===== src/sphere_overlap_table_defines.svh =====
// Assertion macros shared by the sphere overlap table RTL.
`ifndef SPHERE_OVERLAP_TABLE_DEFINES_SVH
`define SPHERE_OVERLAP_TABLE_DEFINES_SVH

// Checked after reset is released.
`define SOT_ASSERT(lbl, prop, msg) \
    lbl: assert property (@(posedge aclk) disable iff (!aresetn) prop) else $error(msg);

// Checked at every edge, reset included.
`define SOT_ASSERT_ALWAYS(lbl, prop, msg) \
    lbl: assert property (@(posedge aclk) prop) else $error(msg);

`endif


===== src/sot_ram.sv =====
// Generic single-write, single-read RAM with registered read data.
module sot_ram #(
    parameter int WIDTH      = 8,
    parameter int DEPTH      = 16,
    parameter int ADDR_WIDTH = (DEPTH > 1) ? $clog2(DEPTH) : 1
) (
    input  logic                  aclk,
    input  logic                  wr_en,
    input  logic [ADDR_WIDTH-1:0] wr_addr,
    input  logic [WIDTH-1:0]      wr_data,
    input  logic                  rd_en,
    input  logic [ADDR_WIDTH-1:0] rd_addr,
    output logic [WIDTH-1:0]      rd_data
);

    logic [WIDTH-1:0] mem_reg [DEPTH];
    logic [WIDTH-1:0] rd_data_reg;

    always_ff @(posedge aclk) begin
        if (wr_en) begin
            mem_reg[wr_addr] <= wr_data;
        end
        if (rd_en) begin
            rd_data_reg <= mem_reg[rd_addr];
        end
    end

    assign rd_data = rd_data_reg;

endmodule


===== config.mk =====
export PLATFORM = sky130hd
export DESIGN_NAME = sot_ram
export DESIGN_NICKNAME = d
export VERILOG_FILES = /design/src/sphere_overlap_table_defines.svh /design/src/sot_ram.sv
export SDC_FILE = /design/constraint.sdc
export NUM_CORES = 1
export LEC_CHECK = 0
export ABC_AREA = 1
export BUFFER_PORTS_ARGS = -buffer_cell sky130_fd_sc_hd__buf_2
export CORE_ASPECT_RATIO = 1.25
export CORE_MARGIN = 5
export CORE_UTILIZATION = 45
export DETAILED_ROUTE_END_ITERATION = 6
export RECOVER_POWER = 50
export SYNTH_ARGS = -nofsm -noshare
export SYNTH_HDL_FRONTEND = slang
export SYNTH_SLANG_ARGS = --single-unit

===== constraint.sdc =====
create_clock -name aclk -period 1.3 [get_ports aclk]
set_input_delay 0.195 -clock aclk [delete_from_list [all_inputs] [get_ports aclk]]
set_output_delay 0.195 -clock aclk [all_outputs]
set_load 0.03 [all_outputs]

# Word level (Yosys, flattened, before mapping)
# Memories as Yosys holds them, arrays and structs flattened. A register that Yosys moved wholly into a read port is not among the register bits.
# Index checks and enable logic that the tools add are counted.
# totals
regBits	0
mem_bits_rw	128
inputBits	19
output_inout_bits	8
elab_cells	3
n_memories	1
# classes
muxes	2
# memory_table
memory	words	width	rd	rd_ports_with_merged_regs	wr	line_no	text
mem_reg	16	8	1	1	1	sot_ram.sv:16	logic [WIDTH-1:0] mem_reg [DEPTH];
# op_table
cell	count
$mux 1	2

# Longest topological paths before layout
# depth
ltp_word	2
depth_mapped	8

# Worst setup path before layout
# No wires, ideal clock.
# synth_path
kind	input -> register
startpoint	in wr_addr[2]
endpoint	mem mem_reg[10][0], enable pin
setup_ns	0.370
arrival_time_ns	0.776
path_slack_ns	0.154
path_stages	2
n_path_buf	0
path_cell_list	nand3b_1 nor2_1
# synth_lines
element	line_no	text
start, declared	sot_ram.sv:9	input logic [ADDR_WIDTH-1:0] wr_addr,
end, declared	sot_ram.sv:16	
# Straight into the memory's write port.

==> impl_metrics.py <==
metrics = {
    "worst_setup_path": {
        "cp.arrival_ns": 1.39,
        "worstSetupPathType": "reg2reg",
        "crit_required_ns": 1.46,
        "worst_path_max_delay_cell": "edfxtp_1",
        "critPathMaxFanout": 1,
        "crit_path_start_kind": "flop",
        "cp_common_cell": "nand3_1",
        "crit_path_end_kind": "flop",
        "cp_cell_sequence": "inv_1 > nand2_1 > nand3_1 > nand3_1 > nand3_1 > nand2_1",
        "cp_slowest_stage_delay_ns": 0.39,
    },
    "timing": {
        "setup_violations": 0,
        "finalHoldViolCount": 0,
        "fin_tns_setup_ns": 0,
        "slew_headroom_pct": 40.7,
        "fmax_mhz": 811,
        "skew_ns": 0.00823,
        "slew_violations": 0,
        "fin_crit_ns": 1.23,
        "tightest_slew_ns": 0.890,
        "fin_crit_sh_pct": 94.8,
        "rsz0062_at_grt": "no",
    },
    "drt": {
        "vias_per_cell": 5.01,
        "remaining_drc_errors": 0,
        "ant_nets": 0,
        "drt_wl_total_um": 13400,
        "dr.pass1.iters": 4,
        "routedWlPerCell_um": 17.2,
        "first_iter_violations": 265,
        "vias": 3910,
    },
    "yosys": {
        "synth.top_cell.area_share_pct": 69.8,
        "synth-seq-cells": 136,
        "synth_ff_type": "edfxtp_1",
        "yosysUniqueCellTypes": 11,
        "synthesis.area_mm2": 0.00585,
        "synth_top_area_cell": "edfxtp_1",
        "yosysMostFrequentCell": "nand2_1",
        "synth_cells": 551,
        "async_flop_share_pct": 0,
        "ys_top_cells_by_count": "nand2_1, edfxtp_1, inv_1",
        "synth_nets": 570,
        "seq_area_frac_synth_pct": 69.8,
        "postSynthAreaPerCell_um2": 10.6,
        "yosys_warnings": 0,
        "synth_edf_count": 136,
        "synthTopCellsByArea": "edfxtp_1, nand2_1, nand3_1, inv_1, buf_6",
    },
    "cells_and_area": {
        "largest_register_ffs": 128,
        "fin_util_pct": 53.9,
        "nets": 620,
        "fillers": 1083,
        "antenna_cells": 0,
        "register_area_mm2": 0.00408,
        "syn_to_final_growth_pct": 17.3,
        "multi_input_area_mm2": 0.00121,
        "drive_gt1_share_pct": 11.4,
    },
    "placement": {
        "port-buffer-count": 26,
        "dpl.hpwl_um": 8770,
        "gp_congestion": 0.885,
    },
    "clock_tree": {
        "clkTransAtPathRegs_ns": 0.06,
        "clockBufferDepth": 2,
        "cts_setup_buffers": 0,
        "cts_resized": 0,
        "cts_tree": "yes",
        "clk_latency_ns": 0.41,
        "ctsHoldBuffers": 0,
        "ctsHtreeMaxLevel": 4,
        "clkSinkCount": 136,
        "cts_buffers": 17,
        "root_buffer": "clkbuf_16",
    },
    "global_route": {
        "grt_max_degree": 40,
        "grtUsageTotal_pct": 18.7,
        "grt-ovfl-total": 0,
        "grt_pass1_wl_um": 21500,
        "antenna_found_initial": 0,
        "grt_pass1_vias": 3886,
    },
    "power_and_ir_drop": {
        "power.density_mw_per_mm2": 1530,
        "ir_drop_uv": 819,
        "leakage_uw": 0.00294,
    },
    "floorplan": {
        "die-width_um": 112,
        "ioPinCount": 27,
        "fp.dieH_um": 137,
        "start_util_pct": 46.0,
        "core_mm2": 0.0127,
        "die-area_mm2": 0.0154,
        "num_rows": 46,
    },
    "hold_path": {
        "min_path_type": "in2reg",
    },
    "run_status": {
        "status": "completed",
    },
    "run": {
        "cap_violations": 0,
    },
}
-- through the flow --
stage | std cells | setup slack, ns | total power, uW | area (um^2) | hold WS [ns]
global placement | 750 | -0.157 | 5720 | 6290 | 0.563
detailed placement | 750 | -0.192 | 5730 | 6290 | 0.565
finish | 780 | 0.0674 | 10500 | 6860 | 0.252
floorplan | 551 | 0.154 | 5440 | 5850 | 0.294
global route | 780 | 0.0109 | 10800 | 6860 | 0.273
CTS | 780 | 0.0508 | 10600 | 6880 | 0.133
-- placed cells by master, fill, tap and decap left out --
cell        count
buf_12          4
buf_2          16
buf_4          23
bufinv_16       4
clkbuf_1       16
clkbuf_16      17
clkinv_1        1
clkinv_2        1
clkinvlp_4      3
edfxtp_1      136
inv_1         100
inv_2           2
nand2_1       173
nand3_1        97
nand3b_1        2
nor2_1         17
-- cells by family (layout without fill, tap and decap cells) --
| logic type | count (synthesis) | count (layout) | share of synthesized area (%) |
|---|---|---|---|
| and+or+nand+nor | 289 | 289 | 20.8 |
| DFF | 136 | 136 | 69.8 |
| buffers and inverters | 126 | 187 | 9.39 |
-- worst max-delay path, delay by kind of cell, from the launching register on --
family,cells,cell delay (ns)
flip-flops,1,0.39
buffers and inverters,1,0.07
AND/OR/NAND/NOR,5,0.53
-- area by class of cell --
type | count | area share (%)
Clock buffer | 21 | 6.42
Clock inverter | 9 | 2.21
Inverter | 102 | 5.58
Multi-Input combinational cell | 289 | 17.7
Sequential cell | 136 | 59.5
Tap cell | 168 | 3.06
Timing Repair Buffer | 55 | 5.51
-- where the power goes --
group	leakage [uW]	total [uW]	internal (uW)	switching, uW
combinational	0.00143	655	194	461
sequential	0.00124	4980	4950	30.4
clock	0.000277	4830	3170	1660
total	0.00294	10500	8310	2150
-- path summary, 6_finish.rpt --
kind | from | to | slack, ns | depth (start not counted)
worst max-delay path | mem_reg[6][6] | rd_data[6] | 0.07 | 6
worst min-delay path | rd_en | rd_data[6] | 0.25 | 1
worst max register to register | mem_reg[6][6] | rd_data[6] | 0.07 | 6
worst min register to register | mem_reg[6][7] | rd_data[7] | 0.74 | 6
-- routing by layer --
metal  global-route usage (%)  up-vias  wire, um
met5                        0        -         0
met4                     8.08        0       384
met3                     4.26       26       578
met2                     31.3      127      6720
met1                     23.5     1877      5690
li1                         -     1880         -
(Power assumes the default switching activity.)
