==> src/sphere_overlap_table_defines.svh <==
// Assertion macros shared by the sphere overlap table RTL.
`ifndef SPHERE_OVERLAP_TABLE_DEFINES_SVH
`define SPHERE_OVERLAP_TABLE_DEFINES_SVH

// Checked after reset is released.
`define SOT_ASSERT(lbl, prop, msg) \
    lbl: assert property (@(posedge aclk) disable iff (!aresetn) prop) else $error(msg);

// Checked at every edge, reset included.
`define SOT_ASSERT_ALWAYS(lbl, prop, msg) \
    lbl: assert property (@(posedge aclk) prop) else $error(msg);

`endif

==> src/sot_pkg.sv <==
// Types and constants for the sphere overlap table.
package sot_pkg;

    localparam int COORD_WIDTH     = 18;
    localparam int RADIUS_WIDTH    = 13;
    localparam int COUNT_OUT_WIDTH = 7;

    typedef struct packed {
        logic [COORD_WIDTH-1:0]  centre_x;
        logic [COORD_WIDTH-1:0]  centre_y;
        logic [COORD_WIDTH-1:0]  centre_z;
        logic [RADIUS_WIDTH-1:0] radius;
    } sot_in_t;

    typedef struct packed {
        logic                       overlaps;
        logic                       stored;
        logic [COUNT_OUT_WIDTH-1:0] entry_count;
    } sot_out_t;

    localparam int ENTRY_WIDTH = $bits(sot_in_t);

    typedef struct packed {
        logic busy;
        logic hit_valid;
        logic hit;
    } sot_cmp_status_t;

    typedef enum logic [2:0] {
        ST_IDLE,
        ST_SCAN,
        ST_DRAIN,
        ST_WRITE,
        ST_DONE
    } sot_state_t;

endpackage

==> src/sot_cmp.sv <==
// Four-stage pipelined sphere-pair overlap compare.
module sot_cmp (
    input  logic                        aclk,
    input  logic                        aresetn,
    input  logic                        in_valid,
    input  sot_pkg::sot_in_t            cand,
    input  sot_pkg::sot_in_t            entry,
    output sot_pkg::sot_cmp_status_t    status
);
    import sot_pkg::*;

    localparam int SQ_W  = 2 * COORD_WIDTH;
    localparam int RS_W  = RADIUS_WIDTH + 1;
    localparam int RS2_W = 2 * RS_W;

    logic                    v1_reg, v2_reg, v3_reg, v4_reg;
    logic [COORD_WIDTH-1:0]  dx_reg, dy_reg, dz_reg;
    logic [RS_W-1:0]         rs_reg;
    logic [SQ_W-1:0]         sqx_reg, sqy_reg, sqz_reg, sqz3_reg;
    logic [RS2_W-1:0]        rs2_reg, rs23_reg;
    logic [SQ_W:0]           sxy_reg;
    logic                    hit_reg;

    logic [COORD_WIDTH-1:0]  dx_next, dy_next, dz_next;
    logic [SQ_W+1:0]         dist_sum;

    always_comb begin
        dx_next = (cand.centre_x >= entry.centre_x) ? cand.centre_x - entry.centre_x
                                                    : entry.centre_x - cand.centre_x;
        dy_next = (cand.centre_y >= entry.centre_y) ? cand.centre_y - entry.centre_y
                                                    : entry.centre_y - cand.centre_y;
        dz_next = (cand.centre_z >= entry.centre_z) ? cand.centre_z - entry.centre_z
                                                    : entry.centre_z - cand.centre_z;
        dist_sum = {1'b0, sxy_reg} + (SQ_W+2)'(sqz3_reg);
    end

    always_ff @(posedge aclk) begin
        if (!aresetn) begin
            v1_reg <= 1'b0;
            v2_reg <= 1'b0;
            v3_reg <= 1'b0;
            v4_reg <= 1'b0;
        end else begin
            v1_reg <= in_valid;
            v2_reg <= v1_reg;
            v3_reg <= v2_reg;
            v4_reg <= v3_reg;
        end
        dx_reg   <= dx_next;
        dy_reg   <= dy_next;
        dz_reg   <= dz_next;
        rs_reg   <= RS_W'(cand.radius) + RS_W'(entry.radius);
        sqx_reg  <= SQ_W'(dx_reg) * SQ_W'(dx_reg);
        sqy_reg  <= SQ_W'(dy_reg) * SQ_W'(dy_reg);
        sqz_reg  <= SQ_W'(dz_reg) * SQ_W'(dz_reg);
        rs2_reg  <= RS2_W'(rs_reg) * RS2_W'(rs_reg);
        sxy_reg  <= (SQ_W+1)'(sqx_reg) + (SQ_W+1)'(sqy_reg);
        sqz3_reg <= sqz_reg;
        rs23_reg <= rs2_reg;
        hit_reg  <= dist_sum < (SQ_W+2)'(rs23_reg);
    end

    assign status.busy      = v1_reg | v2_reg | v3_reg | v4_reg;
    assign status.hit_valid = v4_reg;
    assign status.hit       = hit_reg;

endmodule

==> config.mk <==
export PLATFORM = sky130hd
export DESIGN_NAME = sot_cmp
export DESIGN_NICKNAME = d
export VERILOG_FILES = /design/src/sphere_overlap_table_defines.svh /design/src/sot_pkg.sv /design/src/sot_cmp.sv
export SDC_FILE = /design/constraint.sdc
export NUM_CORES = 2
export LEC_CHECK = 0
export BUFFER_PORTS_ARGS = -buffer_cell sky130_fd_sc_hd__buf_4
export CORE_MARGIN = 2
export CORE_UTILIZATION = 60
export DETAILED_ROUTE_END_ITERATION = 10
export GPL_TIMING_DRIVEN = 0
export PLACE_DENSITY = 0.77
export SLEW_MARGIN = 20
export SYNTH_ARGS = -nofsm -noshare
export SYNTH_HDL_FRONTEND = slang
export SYNTH_SLANG_ARGS = --single-unit
==> constraint.sdc <==
create_clock -name aclk -period 15.25 [get_ports aclk]
set_input_delay 0.7625 -clock aclk [delete_from_list [all_inputs] [get_ports aclk]]
set_output_delay 0.7625 -clock aclk [all_outputs]
set_load 0.01 [all_outputs]
# == Word-level counts from Yosys, hierarchy flattened ==
# Index checks and enable logic that the tools add are counted.
# Widths: inputs -> output; s select.
# op_classes
add_sub_neg,9
multipliers,4
magnitude_cmp,4
n_mux,3
bitwise_logic,3
# op_table
op,n
$mul 18x18->36,3
$sub 18x18->18,6
$ge 18x18->1,3
$mux 18,3
$add 37x36->38,1
$lt 38x28->1,1
$add 36x36->37,1
$mul 14x14->28,1
$add 13x13->14,1
$or 1x1->1,3
# totals
regBits,310
inputBits,137
output_inout_bits,3

# == Logic depth before layout (Yosys ltp) ==
# depth
ltp_word,3
mapped_depth,27

# == Least setup slack after synthesis ==
# OpenSTA, ideal clock, no wires.
# synth_timing
path_type,reg-to-reg
startpoint,reg dz_reg[4]
endpoint,reg sqz_reg[32]
setup_time_ns,0.072
t_arrival_ns,6.315
path_slack_ns,8.862
path_stages_with_launch,23
path_buffers,1
path_cell_list,dfxtp_1 > clkbuf_1 > nand2_1 > fa_1 > inv_1 > fa_1 > inv_1 > fa_1 > fa_1 > inv_1 > fa_1 > fa_1 > ha_1 > and3_1 > a2111oi_0 > nor2_1 > and4_1 > o41a_1 > a31o_2 > a22oi_1 > nand2b_1 > a21oi_1 > xnor2_1
# synth_between
elab_chain_cells,1
# synth_rtl
item,line,source
"start, declared",sot_cmp.sv:17,"logic [COORD_WIDTH-1:0] dx_reg, dy_reg, dz_reg;"
"start signal, assigned",sot_cmp.sv:51,dz_reg <= dz_next;
$mul 18x18->36,sot_cmp.sv:55,sqz_reg <= SQ_W'(dz_reg) * SQ_W'(dz_reg);
"end signal, assigned",sot_cmp.sv:55,
"end, declared",sot_cmp.sv:19,"logic [SQ_W-1:0] sqx_reg, sqy_reg, sqz_reg, sqz3_reg;"
# Every way passes these cells.
# A chain may end at the register's enable or synchronous reset.

# == Worst setup path after layout ==
# layout_timing
startpoint,reg dy_reg[4]
endpoint,reg sqy_reg[34]
# layout_between
elab_chain_cells,1
# layout_rtl
item,line,source
"start, declared",sot_cmp.sv:17,
"start signal, assigned",sot_cmp.sv:50,dy_reg <= dy_next;
$mul 18x18->36,sot_cmp.sv:54,sqy_reg <= SQ_W'(dy_reg) * SQ_W'(dy_reg);
"end signal, assigned",sot_cmp.sv:54,
"end, declared",sot_cmp.sv:19,
# Every way passes these cells.

==> impl.org <==
** Finish
- Footprint of the flip-flops and latches :: 0.00609 mm^2
- Final non-filler cell total :: 6543
- Final instance area :: 0.0515 mm^2
- From synthesis to final layout, the design area changed by 7.60%.
- The register with the most flip-flops in the layout has 37 of them.
- Final-stage net count :: 7012
- In the final layout, the multi-input gates occupy 0.0364 mm^2.
- Count of filler cells inserted in the layout :: 6528
- Ratio of cells with drive above 1 in the final layout :: 4.95%
- Commonest non-fill, non-tap cell in the layout :: inv_1
- Commonest non-fill, non-tap cells in the layout :: 1299 x inv_1, 777 x fa_1, 635 x ha_1, 417 x nand2_1, 304 x dfxtp_1

** Synth
- Summing the sequential cell areas from Yosys gives 12.7% of the chip area.
- The Yosys step of the flow raised 0 warnings.
- Measured against the total synthesized area, the mux share comes to 0.928%.
- Flip-flop and latch count after synthesis :: 304
- Summing the areas of all fa, ha and maj instances in the mapped netlist gives 49.1% of the synthesized area.
- Complex-gate fraction of the synthesized area :: 10.2%
- Combinational family with the most area after synthesis :: adder cells
- Top cell type's share of synthesized area :: 32.5%
- The mapped netlist covers 0.0479 mm^2.
- Largest cells by area after synthesis :: fa_1 33%, ha_1 17%, dfxtp_1 13%
- fa_1 takes more of the synthesized area than any other cell.
- Cells after synthesis :: 5285
- Top FF cell, synth :: dfxtp_1
- Of the total synthesized cell area, the portion taken by AND, OR, NAND and NOR gates is 11.2%.
- Averaged over all synthesized cells, the footprint is 9.05 um^2.
- Distinct cell type count of the synthesized netlist :: 81
- Of the total synthesized cell area, the portion taken by XOR and XNOR cells is 4.58%.
- Post-synth EDFFs :: 0
- For this run, asynchronously set or reset flops after synthesis account for 0%.
- When the netlist entered floorplanning its net count stood at 6834.

** Place
- Cell area reported after detailed placement :: 0.0502 mm^2
- # port buffers :: 139
- Cell count after placement :: 6474
- Detailed placement ended at an HPWL of 87300 um.
- Routability congestion estimate from global placement :: 0.930

** Route
- Detailed routing inserted a total of 35300 vias.
- After detailed routing, the number of remaining DRC violations is 0.
- After detailed routing, the total wire length is 105000 um.
- Number of detailed-route iterations in the first pass :: 7
- The detailed router finished its first iteration with 1900 violations.
- Number of nets still failing antenna checks after routing :: 0
- Via density per instance :: 5.39
- Mean routed wirelength per cell :: 16.1 um

** STA
- Least-Margin Pin Slew :: 1.04 ns
- Final count of pins violating max slew :: 0
- Final hold violation count :: 0
- Summed over all failing endpoints, the final setup total negative slack is 0 ns.
- Setup violations remaining at the end of the flow were counted as 0.
- Period minus WS final :: 7.78 ns
- In the finished design, the share of the clock period the worst path needs comes to 51.0%.
- Worst rel slew slack :: 29.1%
- RSZ-0062 raised after global routing :: no
- On the final layout, the worst clock skew is 0.0218 ns.
- Derived from the worst setup path, the maximum achievable clock frequency is 129 MHz.

** Clock network
- The clock net in this run drives a total of 304 sinks.
- Counting along the longest clock path gives a buffer depth of 3.
- Once the clock tree was built, the setup fixing pass inserted 0 buffers.
- Reg clk slew, reported paths :: 0.06 ns
- Clock tree from TritonCTS :: yes
- The number of gates resized after CTS was 0.
- The tree is rooted in a clkbuf_16.
- For the worst-skew pair, the clock arrives at the later sink with an insertion delay of 0.58 ns.
- TritonCTS created 36 clock buffers.
- The number of hold buffers added after CTS was 0.
- H-tree levels :: 2

** Hold path
- Hold/Removal Path Class :: register to register

** Floorplan
- Die span in y :: 286 um
- Top-level I/O count :: 140
- Core Footprint :: 0.0790 mm^2
- Once the floorplan was initialized, standard cells occupied 60.6% of the core.
- Die span in x :: 286 um
- The floorplan step defined a die boundary enclosing 0.0820 mm^2.
- The floorplan has 103 rows.

** Global routing
- The first global-routing pass estimated 179000 um of wire.
- Antenna violations before repair :: 1
- Across every metal layer, demand over resource in global routing totals 26.9%.
- Entering global routing, the biggest net connects 15 pins.
- Summed over all layers, the global routing overflow is 0.
- Number of global-route vias before repair :: 37500

** Setup path
- Total buffers and inverters traversed by the critical path :: 6
- Critical path data required time :: 15.66 ns
- Slowest cell on crit path :: dfxtp_1
- The worst setup path is captured at a register.
- Of all nets on the critical path, the largest fanout is 10.
- STA puts the critical path data arrival time at 8.18 ns.
- Walking the worst path, the cells encountered are clkbuf_1 -> nand2_1 -> fa_1 -> inv_1 -> fa_1 -> inv_1 -> fa_1 -> fa_1 -> inv_1 -> fa_1 -> inv_1 -> fa_1 -> inv_1 -> ha_1 -> or3_1 -> o21ai_0 -> a21oi_1 -> a221oi_1 -> o31ai_1 -> a41oi_1 -> o21bai_1 -> a21oi_1 -> xnor2_1.
- The critical path is of the register to register type.
- Startpoint kind of the worst setup timing path :: register
- On the worst path, the slowest cell contributes a delay of 0.73 ns.
- Grouping stages by cell kind, the critical path spends the most delay in adder cells.
- By instance count, the cell type seen most on the critical path is fa_1.
- Worst reg2reg setup slack :: 7.47 ns

** Flow run
- Number of maximum-capacitance violations :: 0

** Status
- The run finished with clean final reports.
## worst reg2reg max path: stages, from the launching register on
cell	delay (ns)
dfxtp_1	0.73
clkbuf_1	0.65
nand2_1	0.25
fa_1	0.57
inv_1	0.06
fa_1	0.52
inv_1	0.05
fa_1	0.49
fa_1	0.55
inv_1	0.05
fa_1	0.47
inv_1	0.07
fa_1	0.48
inv_1	0.05
ha_1	0.21
or3_1	0.38
o21ai_0	0.10
a21oi_1	0.13
a221oi_1	0.66
o31ai_1	0.26
a41oi_1	0.36
o21bai_1	0.11
a21oi_1	0.18
xnor2_1	0.26
## final timing paths
kind,start,to,cells after the start
worst min-delay path,sqz_reg[20],sqz3_reg[20],0
worst max-delay path,dy_reg[4],sqy_reg[34],23
worst min register to register,sqz_reg[20],sqz3_reg[20],0
worst max register to register,dy_reg[4],sqy_reg[34],23
## kinds of logic (layout without fill, tap and decap cells)
kind of cell	Yosys count	after routing
compound gates	755	755
xor+xnor	250	250
fa+ha+maj	1412	1412
buf+inv	1429	1635
flops	304	304
mux	43	43
other cells	0	2
simple gates	1092	1092
## routing by layer
| layer | up-vias | share of wire (%) | track usage [%] |
|---|---|---|---|
| met5 | - | 0.017 | 0 |
| met4 | 2 | 2.9 | 7.81 |
| met3 | 190 | 6.1 | 4.29 |
| met2 | 940 | 49 | 46.7 |
| met1 | 17400 | 42 | 34.6 |
| li1 | 16800 | - | - |
## synthesized netlist by cell type (all sizes together), types with 11 or more instances
cell type     n
a2111oi      12
a211oi       23
a21boi       12
a21o        131
a21oi       243
a31oi        27
and2        238
and3         20
buf          22
clkbuf      108
dfxtp       304
fa          777
ha          635
inv        1299
mux2         11
mux2i        32
nand2       417
nand2b       24
nand3        44
nand4        34
nor2        150
nor2b        65
nor3         40
o211ai       19
o21a         29
o21ai       141
o21bai       41
or2          17
xnor2       170
xor2         80
## stage by stage
stage                     utilization, %  hold WS (ns)  worst slack, ns
after floorplan                        -         0.310             8.86
after global placement              63.6         0.312             7.65
after detailed placement            63.6         0.312             7.64
after CTS                           65.2         0.311             7.55
after global routing                65.2         0.329             7.10
final                               65.2         0.317             7.47
## final cells by class
class                      count  area share, %
antenna                        2        0.00972
buffer                       130           1.02
clock buffer                  43           1.86
clock inverter                23          0.586
inverter                    1299           9.47
multi-input combinational   3552           70.6
sequential                   304           11.8
tap                         1050           2.55
timing repair buffer         140           2.04
Power is left out: the tool's default activity adds up to more than one toggle a clock period on the data nets, which glitch-free logic cannot reach.
